### src/rtl/core/iso8601_pkg.sv
// Shared types, constants and calendar tables for the ISO 8601 timestamp parser.
package iso8601_pkg;

  localparam int TEXT_LEN       = 19;
  localparam int MQ_DEPTH       = 4;
  localparam int MQ_AW          = 2;
  localparam int OQ_DEPTH       = 8;
  localparam int OQ_AW          = 3;
  localparam int EPOCH_YEAR     = 1970;
  localparam int DAYS_PER_YEAR  = 365;
  localparam int LEAPS_TO_EPOCH = 477;  // leap days in years 1..1969
  localparam int SEC_PER_DAY    = 86400;
  localparam int SEC_PER_HOUR   = 3600;
  localparam int SEC_PER_MIN    = 60;
  localparam int RECIP25        = 1311; // x / 25 == (x * 1311) >> 15 for x < 4699
  localparam int RECIP_SHIFT    = 15;

  typedef enum logic [2:0] {
    ST_OK    = 3'd0,
    ST_SHORT = 3'd1,
    ST_SEP   = 3'd2,
    ST_RANGE = 3'd3,
    ST_EARLY = 3'd4
  } status_t;

  typedef struct packed {
    logic [14:0] year;
    logic [7:0]  month;
    logic [7:0]  day;
    logic [7:0]  hour;
    logic [7:0]  minute;
    logic [7:0]  second;
    logic        too_short;
    logic        sep_bad;
  } rec_t;

  typedef struct packed {
    logic [37:0] epoch;
    status_t     status;
  } res_t;

  function automatic logic [4:0] month_days(input logic [3:0] mo, input logic leap);
    logic [4:0] d;
    case (mo)
      4'd1, 4'd3, 4'd5, 4'd7, 4'd8, 4'd10, 4'd12: d = 5'd31;
      4'd4, 4'd6, 4'd9, 4'd11:                    d = 5'd30;
      4'd2:                                       d = leap ? 5'd29 : 5'd28;
      default:                                    d = 5'd0;
    endcase
    return d;
  endfunction

  function automatic logic [8:0] days_before(input logic [3:0] mo);
    logic [8:0] d;
    case (mo)
      4'd1:    d = 9'd0;
      4'd2:    d = 9'd31;
      4'd3:    d = 9'd59;
      4'd4:    d = 9'd90;
      4'd5:    d = 9'd120;
      4'd6:    d = 9'd151;
      4'd7:    d = 9'd181;
      4'd8:    d = 9'd212;
      4'd9:    d = 9'd243;
      4'd10:   d = 9'd273;
      4'd11:   d = 9'd304;
      4'd12:   d = 9'd334;
      default: d = 9'd0;
    endcase
    return d;
  endfunction

endpackage

### src/rtl/core/iso8601_text_to_epoch_seconds.sv
// Top level: ISO 8601 timestamp text to epoch seconds converter.
// Takes one text character per word and returns one result word per text,
// at the character marked end_of_text. A new character is taken every cycle
// while full is low; full rises only when the four-entry record queue behind
// the scanner is full. Each result reaches the output queue through the
// calendar pipeline (magnitude, divide-by-25 products, checks, day count,
// seconds multiply, final add), fed only while the output queue has room.
// Results drain from an eight-entry queue at one word per cycle while any wait.
// Status codes: 0 ok, 1 too short, 2 bad separator, 3 field out of range,
// 4 year before 1970; epoch_seconds is 0 whenever status is not 0.
module iso8601_text_to_epoch_seconds (
  input  logic        clk,
  input  logic        rst_n,
  input  logic        push,
  output logic        full,
  input  logic [7:0]  in_text_char,
  input  logic        in_end_of_text,
  output logic        empty,
  input  logic        pop,
  output logic [37:0] out_epoch_seconds,
  output logic [2:0]  out_parse_status
);
  import iso8601_pkg::*;

  logic char_valid;
  logic rec_push, mq_full, mq_empty, mq_pop;
  rec_t rec_in, rec_out;

  assign full       = mq_full;
  assign char_valid = push && !mq_full;

  iso8601_scan u_scan (
    .clk         (clk),
    .rst_n       (rst_n),
    .char_valid  (char_valid),
    .text_char   (in_text_char),
    .end_of_text (in_end_of_text),
    .rec_push    (rec_push),
    .rec         (rec_in)
  );

  iso8601_queue u_queue (
    .clk    (clk),
    .rst_n  (rst_n),
    .wr_en  (rec_push),
    .wr_rec (rec_in),
    .full   (mq_full),
    .rd_en  (mq_pop),
    .rd_rec (rec_out),
    .empty  (mq_empty)
  );

  iso8601_calc u_calc (
    .clk           (clk),
    .rst_n         (rst_n),
    .rec           (rec_out),
    .rec_empty     (mq_empty),
    .rec_pop       (mq_pop),
    .empty         (empty),
    .pop           (pop),
    .epoch_seconds (out_epoch_seconds),
    .parse_status  (out_parse_status)
  );

endmodule

### src/rtl/core/iso8601_scan.sv
// Front end: per-character field scanner that emits one parsed record per text.
module iso8601_scan (
  input  logic                clk,
  input  logic                rst_n,
  input  logic                char_valid,
  input  logic [7:0]          text_char,
  input  logic                end_of_text,
  output logic                rec_push,
  output iso8601_pkg::rec_t   rec
);
  import iso8601_pkg::*;

  typedef enum logic [1:0] {PH_SKIP, PH_DIGITS, PH_DONE} phase_t;

  localparam logic [7:0] CH_DASH  = 8'h2D;
  localparam logic [7:0] CH_PLUS  = 8'h2B;
  localparam logic [7:0] CH_T     = 8'h54;
  localparam logic [7:0] CH_COLON = 8'h3A;
  localparam logic [7:0] CH_SPACE = 8'h20;
  localparam logic [7:0] CH_TAB   = 8'h09;
  localparam logic [7:0] CH_CR    = 8'h0D;
  localparam logic [7:0] CH_ZERO  = 8'h30;
  localparam logic [7:0] CH_NINE  = 8'h39;

  logic [4:0]  pos_r, pos_nxt;
  logic        sep_ok_r, sep_ok_nxt;
  logic [14:0] year_r, year_nxt;
  logic [7:0]  fld_r [0:4];
  logic [7:0]  fld_nxt [0:4];
  phase_t      phase_r, phase_nxt;
  logic        neg_r, neg_nxt;

  logic        in_text, start, is_sep, is_ws, is_dig, is_sgn, do_acc;
  logic [7:0]  sep_want;
  logic [2:0]  fidx, sidx;
  logic [14:0] cur, prod, digit, upd;
  phase_t      ph;
  logic        ng;

  always_comb begin
    pos_nxt    = pos_r;
    sep_ok_nxt = sep_ok_r;
    year_nxt   = year_r;
    fld_nxt    = fld_r;
    phase_nxt  = phase_r;
    neg_nxt    = neg_r;
    do_acc     = 1'b0;

    in_text = pos_r < 5'(TEXT_LEN);
    start   = (pos_r == 5'd0) || (pos_r == 5'd5) || (pos_r == 5'd8) ||
              (pos_r == 5'd11) || (pos_r == 5'd14) || (pos_r == 5'd17);
    is_sep  = (pos_r == 5'd4) || (pos_r == 5'd7) || (pos_r == 5'd10) ||
              (pos_r == 5'd13) || (pos_r == 5'd16);
    if ((pos_r == 5'd4) || (pos_r == 5'd7)) begin
      sep_want = CH_DASH;
    end else if (pos_r == 5'd10) begin
      sep_want = CH_T;
    end else begin
      sep_want = CH_COLON;
    end

    if (pos_r <= 5'd3) begin
      fidx = 3'd0;
    end else if (pos_r <= 5'd6) begin
      fidx = 3'd1;
    end else if (pos_r <= 5'd9) begin
      fidx = 3'd2;
    end else if (pos_r <= 5'd12) begin
      fidx = 3'd3;
    end else if (pos_r <= 5'd15) begin
      fidx = 3'd4;
    end else begin
      fidx = 3'd5;
    end
    sidx = (fidx == 3'd0) ? 3'd0 : 3'(fidx - 3'd1);

    cur = (fidx == 3'd0) ? year_r : {{7{fld_r[sidx][7]}}, fld_r[sidx]};

    is_ws  = (text_char == CH_SPACE) || ((text_char >= CH_TAB) && (text_char <= CH_CR));
    is_dig = (text_char >= CH_ZERO) && (text_char <= CH_NINE);
    is_sgn = (text_char == CH_PLUS) || (text_char == CH_DASH);

    ph    = start ? PH_SKIP : phase_r;
    ng    = start ? 1'b0 : neg_r;
    digit = {11'd0, text_char[3:0]};
    prod  = 15'(cur << 3) + 15'(cur << 1);
    upd   = ng ? 15'(prod - digit) : 15'(prod + digit);

    if (in_text) begin
      pos_nxt = 5'(pos_r + 5'd1);
      if (is_sep) begin
        if (text_char != sep_want) begin
          sep_ok_nxt = 1'b0;
        end
      end else begin
        phase_nxt = ph;
        neg_nxt   = ng;
        case (ph)
          PH_SKIP: begin
            if (is_ws) begin
              phase_nxt = PH_SKIP;
            end else if (is_sgn) begin
              neg_nxt   = (text_char == CH_DASH);
              phase_nxt = PH_DIGITS;
            end else if (!is_dig) begin
              phase_nxt = PH_DONE;
            end else begin
              phase_nxt = PH_DIGITS;
              do_acc    = 1'b1;
            end
          end
          PH_DIGITS: begin
            if (!is_dig) begin
              phase_nxt = PH_DONE;
            end else begin
              do_acc = 1'b1;
            end
          end
          default: begin
            phase_nxt = PH_DONE;
          end
        endcase
        if (do_acc) begin
          if (fidx == 3'd0) begin
            year_nxt = upd;
          end else begin
            fld_nxt[sidx] = upd[7:0];
          end
        end
      end
    end

    rec_push      = char_valid && end_of_text;
    rec.year      = year_nxt;
    rec.month     = fld_nxt[0];
    rec.day       = fld_nxt[1];
    rec.hour      = fld_nxt[2];
    rec.minute    = fld_nxt[3];
    rec.second    = fld_nxt[4];
    rec.too_short = pos_nxt < 5'(TEXT_LEN);
    rec.sep_bad   = !sep_ok_nxt;

    if (end_of_text) begin
      pos_nxt    = 5'd0;
      sep_ok_nxt = 1'b1;
      year_nxt   = '0;
      for (int i = 0; i < 5; i++) begin
        fld_nxt[i] = '0;
      end
      phase_nxt  = PH_SKIP;
      neg_nxt    = 1'b0;
    end
  end

  always_ff @(posedge clk) begin
    if (!rst_n) begin
      pos_r    <= '0;
      sep_ok_r <= 1'b1;
      year_r   <= '0;
      for (int i = 0; i < 5; i++) begin
        fld_r[i] <= '0;
      end
      phase_r  <= PH_SKIP;
      neg_r    <= 1'b0;
    end else if (char_valid) begin
      pos_r    <= pos_nxt;
      sep_ok_r <= sep_ok_nxt;
      year_r   <= year_nxt;
      fld_r    <= fld_nxt;
      phase_r  <= phase_nxt;
      neg_r    <= neg_nxt;
    end
  end

endmodule

### src/rtl/core/iso8601_queue.sv
// Short record queue between the scanner and the calendar pipeline.
module iso8601_queue (
  input  logic              clk,
  input  logic              rst_n,
  input  logic              wr_en,
  input  iso8601_pkg::rec_t wr_rec,
  output logic              full,
  input  logic              rd_en,
  output iso8601_pkg::rec_t rd_rec,
  output logic              empty
);
  import iso8601_pkg::*;

  rec_t             mem_r [0:MQ_DEPTH-1];
  logic [MQ_AW-1:0] wp_r, rp_r;
  logic [MQ_AW:0]   cnt_r;
  logic             do_wr, do_rd;

  assign full   = cnt_r == (MQ_AW+1)'(MQ_DEPTH);
  assign empty  = cnt_r == '0;
  assign rd_rec = mem_r[rp_r];
  assign do_wr  = wr_en && !full;
  assign do_rd  = rd_en && !empty;

  always_ff @(posedge clk) begin
    if (do_wr) begin
      mem_r[wp_r] <= wr_rec;
    end
  end

  always_ff @(posedge clk) begin
    if (!rst_n) begin
      wp_r  <= '0;
      rp_r  <= '0;
      cnt_r <= '0;
    end else begin
      if (do_wr) begin
        wp_r <= MQ_AW'(wp_r + 1'b1);
      end
      if (do_rd) begin
        rp_r <= MQ_AW'(rp_r + 1'b1);
      end
      cnt_r <= (MQ_AW+1)'(cnt_r + (MQ_AW+1)'(do_wr) - (MQ_AW+1)'(do_rd));
    end
  end

endmodule

### src/rtl/core/iso8601_calc.sv
// Back end: calendar checks and epoch arithmetic pipeline with result queue.
module iso8601_calc (
  input  logic              clk,
  input  logic              rst_n,
  input  iso8601_pkg::rec_t rec,
  input  logic              rec_empty,
  output logic              rec_pop,
  output logic              empty,
  input  logic              pop,
  output logic [37:0]       epoch_seconds,
  output logic [2:0]        parse_status
);
  import iso8601_pkg::*;

  // stage valids
  logic va_r, vb_r, vc_r, vd_r, ve_r;
  logic [2:0] inflight;

  // stage A
  rec_t        a_rec_r;
  logic [14:0] a_abs_r;
  logic [13:0] a_pm1_r, a_yoff_r;
  logic        a_early_r;
  logic [14:0] abs_y;

  // stage B
  rec_t        b_rec_r;
  logic [14:0] b_abs_r;
  logic [13:0] b_pm1_r;
  logic        b_early_r;
  logic [23:0] b_ma4_r, b_ma16_r, b_mp4_r, b_mp16_r;
  logic [22:0] b_yd_r;

  // stage C
  logic [7:0]  qa4, qa16, qp4, qp16;
  logic        div4, div16, leap, mo_ok, dy_ok, hr_ok, mi_ok, sc_ok;
  logic [4:0]  dim;
  status_t     status;
  status_t     c_status_r;
  logic [11:0] c_leaps_r;
  logic [8:0]  c_cum_r;
  logic [22:0] c_yd_r;
  logic [4:0]  c_day_r, c_hour_r;
  logic [5:0]  c_min_r, c_sec_r;

  // stage D
  status_t     d_status_r;
  logic [22:0] d_days_r;
  logic [4:0]  d_hour_r;
  logic [5:0]  d_min_r, d_sec_r;

  // stage E
  status_t     e_status_r;
  logic [39:0] e_dsec_r;
  logic [16:0] e_tod_r;
  logic [39:0] total;
  res_t        res;

  // result queue
  res_t             oq_r [0:OQ_DEPTH-1];
  logic [OQ_AW-1:0] oq_wp_r, oq_rp_r;
  logic [OQ_AW:0]   oq_cnt_r;
  logic             oq_rd;

  assign inflight = 3'(va_r) + 3'(vb_r) + 3'(vc_r) + 3'(vd_r) + 3'(ve_r);
  assign rec_pop  = !rec_empty &&
                    ((5'(oq_cnt_r) + 5'(inflight)) < 5'(OQ_DEPTH));

  assign abs_y = rec.year[14] ? 15'(-rec.year) : rec.year;

  always_ff @(posedge clk) begin
    a_rec_r   <= rec;
    a_abs_r   <= abs_y;
    a_pm1_r   <= 14'(rec.year - 15'd1);
    a_yoff_r  <= 14'(rec.year - 15'(EPOCH_YEAR));
    a_early_r <= $signed(rec.year) < $signed(15'(EPOCH_YEAR));

    b_rec_r   <= a_rec_r;
    b_abs_r   <= a_abs_r;
    b_pm1_r   <= a_pm1_r;
    b_early_r <= a_early_r;
    b_ma4_r   <= 24'(a_abs_r[14:2]) * 24'(RECIP25);
    b_ma16_r  <= 24'(a_abs_r[14:4]) * 24'(RECIP25);
    b_mp4_r   <= 24'(a_pm1_r[13:2]) * 24'(RECIP25);
    b_mp16_r  <= 24'(a_pm1_r[13:4]) * 24'(RECIP25);
    b_yd_r    <= 23'(a_yoff_r) * 23'(DAYS_PER_YEAR);
  end

  always_comb begin
    qa4   = b_ma4_r[RECIP_SHIFT +: 8];
    qa16  = b_ma16_r[RECIP_SHIFT +: 8];
    qp4   = b_mp4_r[RECIP_SHIFT +: 8];
    qp16  = b_mp16_r[RECIP_SHIFT +: 8];
    div4  = b_abs_r[14:2] == 13'(13'(qa4) * 13'd25);
    div16 = b_abs_r[14:4] == 11'(11'(qa16) * 11'd25);
    leap  = ((b_abs_r[1:0] == 2'd0) && !div4) || ((b_abs_r[3:0] == 4'd0) && div16);
    dim   = month_days(b_rec_r.month[3:0], leap);
    mo_ok = ($signed(b_rec_r.month) >= 8'sd1) && ($signed(b_rec_r.month) <= 8'sd12);
    dy_ok = ($signed(b_rec_r.day) >= 8'sd1) && (b_rec_r.day <= {3'd0, dim});
    hr_ok = !b_rec_r.hour[7] && (b_rec_r.hour <= 8'd23);
    mi_ok = !b_rec_r.minute[7] && (b_rec_r.minute <= 8'd59);
    sc_ok = !b_rec_r.second[7] && (b_rec_r.second <= 8'd59);
    if (b_rec_r.too_short) begin
      status = ST_SHORT;
    end else if (b_rec_r.sep_bad) begin
      status = ST_SEP;
    end else if (!(mo_ok && dy_ok && hr_ok && mi_ok && sc_ok)) begin
      status = ST_RANGE;
    end else if (b_early_r) begin
      status = ST_EARLY;
    end else begin
      status = ST_OK;
    end
  end

  always_ff @(posedge clk) begin
    c_status_r <= status;
    c_leaps_r  <= 12'(b_pm1_r[13:2]) - 12'(qp4) + 12'(qp16);
    c_cum_r    <= days_before(b_rec_r.month[3:0]) +
                  9'(leap && (b_rec_r.month[3:0] > 4'd2));
    c_yd_r     <= b_yd_r;
    c_day_r    <= b_rec_r.day[4:0];
    c_hour_r   <= b_rec_r.hour[4:0];
    c_min_r    <= b_rec_r.minute[5:0];
    c_sec_r    <= b_rec_r.second[5:0];

    d_status_r <= c_status_r;
    d_days_r   <= c_yd_r + 23'(c_leaps_r) + 23'(c_cum_r) + 23'(c_day_r) -
                  23'(LEAPS_TO_EPOCH + 1);
    d_hour_r   <= c_hour_r;
    d_min_r    <= c_min_r;
    d_sec_r    <= c_sec_r;

    e_status_r <= d_status_r;
    e_dsec_r   <= 40'(d_days_r) * 40'(SEC_PER_DAY);
    e_tod_r    <= 17'(d_hour_r) * 17'(SEC_PER_HOUR) + 17'(d_min_r) * 17'(SEC_PER_MIN) +
                  17'(d_sec_r);
  end

  always_comb begin
    total      = e_dsec_r + 40'(e_tod_r);
    res.status = e_status_r;
    res.epoch  = (e_status_r == ST_OK) ? total[37:0] : 38'd0;
  end

  assign empty         = oq_cnt_r == '0;
  assign oq_rd         = pop && !empty;
  assign epoch_seconds = oq_r[oq_rp_r].epoch;
  assign parse_status  = oq_r[oq_rp_r].status;

  always_ff @(posedge clk) begin
    if (ve_r) begin
      oq_r[oq_wp_r] <= res;
    end
  end

  always_ff @(posedge clk) begin
    if (!rst_n) begin
      va_r     <= 1'b0;
      vb_r     <= 1'b0;
      vc_r     <= 1'b0;
      vd_r     <= 1'b0;
      ve_r     <= 1'b0;
      oq_wp_r  <= '0;
      oq_rp_r  <= '0;
      oq_cnt_r <= '0;
    end else begin
      va_r <= rec_pop;
      vb_r <= va_r;
      vc_r <= vb_r;
      vd_r <= vc_r;
      ve_r <= vd_r;
      if (ve_r) begin
        oq_wp_r <= OQ_AW'(oq_wp_r + 1'b1);
      end
      if (oq_rd) begin
        oq_rp_r <= OQ_AW'(oq_rp_r + 1'b1);
      end
      oq_cnt_r <= (OQ_AW+1)'(oq_cnt_r + (OQ_AW+1)'(ve_r) - (OQ_AW+1)'(oq_rd));
    end
  end

endmodule

### config.mk
export PLATFORM = sky130hd
export DESIGN_NAME = iso8601_text_to_epoch_seconds
export DESIGN_NICKNAME = d
export VERILOG_FILES = /design/src/rtl/core/iso8601_pkg.sv /design/src/rtl/core/iso8601_text_to_epoch_seconds.sv /design/src/rtl/core/iso8601_scan.sv /design/src/rtl/core/iso8601_queue.sv /design/src/rtl/core/iso8601_calc.sv
export SDC_FILE = /design/constraint.sdc
export NUM_CORES = 2
export LEC_CHECK = 0
export BUFFER_PORTS_ARGS = -buffer_cell sky130_fd_sc_hd__clkbuf_2
export CELL_PAD_IN_SITES_DETAIL_PLACEMENT = 1
export CELL_PAD_IN_SITES_GLOBAL_PLACEMENT = 2
export CORE_MARGIN = 4
export CORE_UTILIZATION = 46
export CTS_CLUSTER_DIAMETER = 200
export DETAILED_ROUTE_END_ITERATION = 7
export PLACE_DENSITY = 0.87
export SYNTH_ARGS = -nofsm -noshare
export SYNTH_HDL_FRONTEND = slang
export SYNTH_SLANG_ARGS = --single-unit
### constraint.sdc
create_clock -name clk -period 7.1 [get_ports clk]
set_input_delay 0.71 -clock clk [delete_from_list [all_inputs] [get_ports clk]]
set_output_delay 0.71 -clock clk [all_outputs]
set_load 0.02 [all_outputs]
## After elaboration in Yosys (flattened, before gate mapping)

Memory sizes are Yosys's and may differ from the RTL's. A register that Yosys moved wholly into a read port is not among the register bits.
Index checks and enable logic that the tools add are counted.

| cells by class | value |
|---|---|
| $add $sub $neg | 31 |
| multiply operators | 10 |
| magnitude comparators | 23 |
| eq/ne operators | 31 |
| mux-type cells | 69 |
| bitwise logic cells | 2 |
| reduce and logical (&&, ||, !) cells | 54 |

Operator list:

| cell | count |
|---|---|
| $mux 40 | 5 |
| $mux 15 | 6 |
| $bwmux 40 | 1 |
| $add 38x17->38 | 1 |
| $mux 38 | 1 |
| $mul 23x10->31 const B | 1 |
| $mux 14 | 2 |
| $eq 5x4->1 const B | 5 |
| $bmux 8 s3 | 1 |
| $demux 8 s3 | 1 |
| $eq 8x6->1 const B | 3 |
| $le 8x6->1 const B | 3 |
| $mux 2 | 12 |
| $mux 3 | 8 |
| $mux 8 | 3 |
| $add 23x12->23 | 1 |
| $add 23x5->23 | 1 |
| $add 23x9->23 | 1 |
| $mul 12x11->23 const B | 1 |
| $mul 13x11->23 const B | 1 |
| $mul 14x9->23 const B | 1 |
| $sub 23x9->23 const B | 1 |
| $mul 11x11->22 const B | 1 |
| $mux 1 | 22 |
| 72 further kinds | 137 |

| storage, ports and cells | value |
|---|---|
| flip-flop bits (word level) | 519 |
| bits in writable memories | 556 |
| ROM bits | 144 |
| bits of input ports | 13 |
| output and inout bits | 43 |
| logic and storage cells | 288 |
| memories | 3 |

Memory list:

| memory | words | width | read ports | clocked after memory_dff | write ports | line | text |
|---|---|---|---|---|---|---|---|
| u_calc.oq_r | 8 | 41 | 1 | 1 | 1 | iso8601_calc.sv:60 | `res_t oq_r [0:OQ_DEPTH-1];` |
| u_queue.mem_r | 4 | 57 | 1 | 1 | 1 | iso8601_queue.sv:14 | `rec_t mem_r [0:MQ_DEPTH-1];` |
| (name not given) | 16 | 9 | 1 | 1 | 0 | iso8601_pkg.sv:55 | `case (mo)` |

## Longest topological paths before layout

| logic depth | value |
|---|---|
| word-level depth | 22 |
| gate-level depth with buffers | 29 |
| gate-level depth less buffers | 26 |

## Modules after synthesis

From an unflattened synthesis, not the netlist that was laid out.

| unflattened totals | value |
|---|---|
| cell total of the unflattened synthesis | 4369 |
| area total of the unflattened synthesis | 55620.8 µm² |

Modules (own cells, without submodules):

| module | instances | cells each | area each (µm²) |
|---|---|---|---|
| iso8601_calc | 1 | 3364 | 41688.7 |
| iso8601_queue | 1 | 348 | 8698.3 |
| iso8601_scan | 1 | 656 | 5220.0 |
| iso8601_text_to_epoch_seconds | 1 | 1 | 13.8 |

## Worst setup path before layout

OpenSTA, ideal clock, no wires.

| timing path | value |
|---|---|
| path kind | register -> register |
| from | reg u_scan.pos_r[0] |
| to | mem u_queue.mem_r[0][56] in the netlist's numbering, data pin |
| library setup time | 0.266 ns |
| data arrival time | 6.052 ns |
| slack | 0.782 ns |
| cell stages (with the launch flop) | 29 |
| clock period less this slack | 6.318 ns |
| cells stage by stage | dfxtp_1 > inv_1 > ha_1 > and3b_1 > o31ai_1 > a21oi_1 > a211o_1 > a32oi_1 > buf_2 > inv_1 > ha_1 > ha_1 > or2_2 > clkbuf_1 > mux2_2 > nor2_1 > o31ai_1 > ha_1 > inv_1 > fa_1 > nor2b_1 > o211ai_1 > and4_1 > or3_1 > nand4bb_1 > nor3_1 > mux2i_1 > xnor2_1 > mux2_2 |

RTL lines:

| element | line | text |
|---|---|---|
| from (decl) | iso8601_scan.sv:25 | `logic [4:0] pos_r, pos_nxt;` |
| from (signal assigned) | iso8601_scan.sv:166 | `pos_r <= pos_nxt;` |
| to (decl) | iso8601_queue.sv:14 |  |

==> metrics.yaml <==
run_status:
  status: "finished clean"
cts:
  cts.sinks: 1023
  h-tree-depth: 3
  clk_pin_slew_worst_paths_ns: 0.06
  cts_resized: 0
  post-cts-setup-buffers: 0
  cts_made_buffers: 104
  clock_latency_ns: 0.70
  clk_path_buf_depth: 3
  cts_root_buf: "clkbuf_16"
  postCtsHoldBufs: 0
  cts_tree: "yes"
yosys:
  synth_top_area_cell: "edfxtp_1"
  ys_async_sr_fraction_pct: 0
  syn_avg_cell_area_um2: 12.7
  syn_area_um2: 55400
  synth_top_flop_cell: "edfxtp_1"
  synth_cell_types: 86
  synth_edf_count: 556
  yosysWarnings: 0
  synth_nets: 5273
  synth-seq-cells: 1023
  synthTopCellsByArea: "edfxtp_1 (30%), dfxtp_1 (17%), ha_1 (14%)"
  ys_seq_area_share_pct: 47.0
  synthCells: 4368
  synth_top_area_share_pct: 30.1
timing:
  tns_ns: 0
  rsz0062_at_grt: "no"
  fin_crit_sh_pct: 91.3
  hold_viol: 0
  fmax_mhz: 154
  fin_skew_ns: 0.0482
  slew_headroom_pct: 25.2
  worst_pin_slew_ns: 1.11
  drv_slew: 0
  fin_crit_ns: 6.48
  setup_viol: 0
routing:
  drc: 0
  antenna_left: 0
  wl_per_cell_um: 19.9
  routed_wirelength_um: 123000
  firstDrtPassIters: 5
  drt_iter0_drc: 1678
  vias: 32800
  routed_via_density: 5.30
placed_design:
  portBuffers: 55
  dp_hpwl_um: 88500
  place.gp.congestion: 0.845
floorplanning:
  die_area_um2: 126000
  start_util_pct: 46.3
  coreArea_um2: 120000
  rows: 127
  die_x_um: 355
  fp.dieH_um: 355
  io_pins: 56
global_routing:
  grt_max_degree: 70
  first_global_vias: 36200
  grt_pass1_wl_um: 199000
  antenna_found_initial: 2
  grt_usage_pct: 19.8
  gr-total-overflow: 0
setup_path:
  cp_max_fo: 7
  worstSetupPathType: "flop to flop"
  arrival_ns: 6.90
  critPathCaptureType: "flop"
  cp-start-kind: "flop"
  critical_path_required_ns: 7.52
finish:
  final_cell_mix: "inv_1 (646), ha_1 (623), edfxtp_1 (556), dfxtp_1 (462), fa_1 (269)"
  layout_commonest_cell: "inv_1"
  drive_gt1_share_pct: 11.4
  syn2layout_area_growth_pct: 10.7
  nets: 5386
run:
  max_cap_violations: 0
hold_path:
  hold_path.class: "flop to flop"
[worst max-delay path: stages (launching register included)]
cell and delay (ns):
dfxtp_1 0.39, inv_1 0.13, ha_1 0.25, and3b_1 0.21
o31ai_1 0.21, a21oi_1 0.11, a211o_1 0.28, a32oi_1 0.23
inv_1 0.12, ha_1 0.23, ha_1 0.20, or2_2 0.37
mux2i_1 0.15, o211a_1 0.21, o31ai_1 0.32, ha_1 0.29
inv_1 0.07, fa_1 0.40, nor2b_1 0.17, o211ai_1 0.16
and4_1 0.26, or3_1 0.42, nand4bb_1 0.28, nor3_1 0.18
mux2i_1 0.11, xnor2_1 0.15, mux2_2 0.30
[through the flow]
| stage | area (um2) | hold WS [ns] | worst slack, ns | std cells | util (%) |
|---|---|---|---|---|---|
| after global placement | 57800 | 0.310 | 0.739 | 5987 | 48.2 |
| after detailed placement | 57800 | 0.313 | 0.625 | 5987 | 48.2 |
| after global routing | 61400 | 0.324 | 0.116 | 6181 | 51.2 |
| final | 61400 | 0.306 | 0.617 | 6182 | 51.2 |
| after CTS | 61400 | 0.311 | 0.519 | 6181 | 51.2 |
| after floorplan | 55400 | 0.310 | 0.782 | 4368 | - |
[synth_stat cells (all sizes together) (44+ instances only)]
cell,count
inv,646
ha,623
edfxtp,556
dfxtp,467
fa,269
xnor2,175
nand2,164
nor2,158
a21oi,149
mux4,139
o21ai,124
xor2,79
mux2,72
clkbuf,66
and2,52
a21o,50
nand3,50
nor3,49
nor2b,44
[kinds of logic after synthesis]
kind of cell | after synthesis | share of synthesized area [%]
DFF | 1023 | 47.0
adders and majority gates | 892 | 23.8
xor gates and xnor gates | 254 | 4.01
buffers and inverters | 740 | 5.06
AOI/OAI and AO/OA | 579 | 6.91
and+or+nand+nor | 654 | 5.86
muxes | 226 | 7.38
[worst paths after layout]
| kind | cells past startpoint | end | slack, ns | startpoint |
|---|---|---|---|---|
| max reg2reg | 26 | u_queue.mem_r[0][56] | 0.62 | u_scan.pos_r[1] |
| min | 0 | u_calc.c_yd_r[12] | 0.31 | u_calc.b_yd_r[12] |
| min reg2reg | 0 | u_calc.c_yd_r[12] | 0.31 | u_calc.b_yd_r[12] |
| max | 26 | u_queue.mem_r[0][56] | 0.62 | u_scan.pos_r[1] |
[cell type report]
type	count	area, um2
antenna	1	2.50
clock buffer	142	2890
clock inverter	52	709
fill	12200	58400
inverter	646	2420
multi-input combinational	2605	26600
sequential	1023	26100
tap	1612	2020
timing repair buffer	101	621
[routing by layer]
metal / share of wire (%) / track usage [%] / vias to the layer above
met3: 3.4 / 2.37 / 151
met4: 2.1 / 4.90 / 0
li1: - / - / 15500
met1: 42 / 24.8 / 16600
met5: 0 / 0 / -
met2: 52 / 36.4 / 532
[sequential cells by signal, summed over array words and instances (netlist names), 23 cells and up, named ones only]
| name | cells |
|---|---|
| u_calc.d_days_r | 23 |
| u_calc.oq_r | 328 |
| u_calc.c_yd_r | 23 |
| u_queue.mem_r | 228 |
| u_scan.fld_r | 40 |
| u_calc.e_dsec_r | 31 |
| u_calc.a_rec_r | 42 |
| u_calc.b_rec_r | 42 |
Power is not shown: default switching activity piles up to over one toggle a cycle in this logic, so the estimate is an artifact.
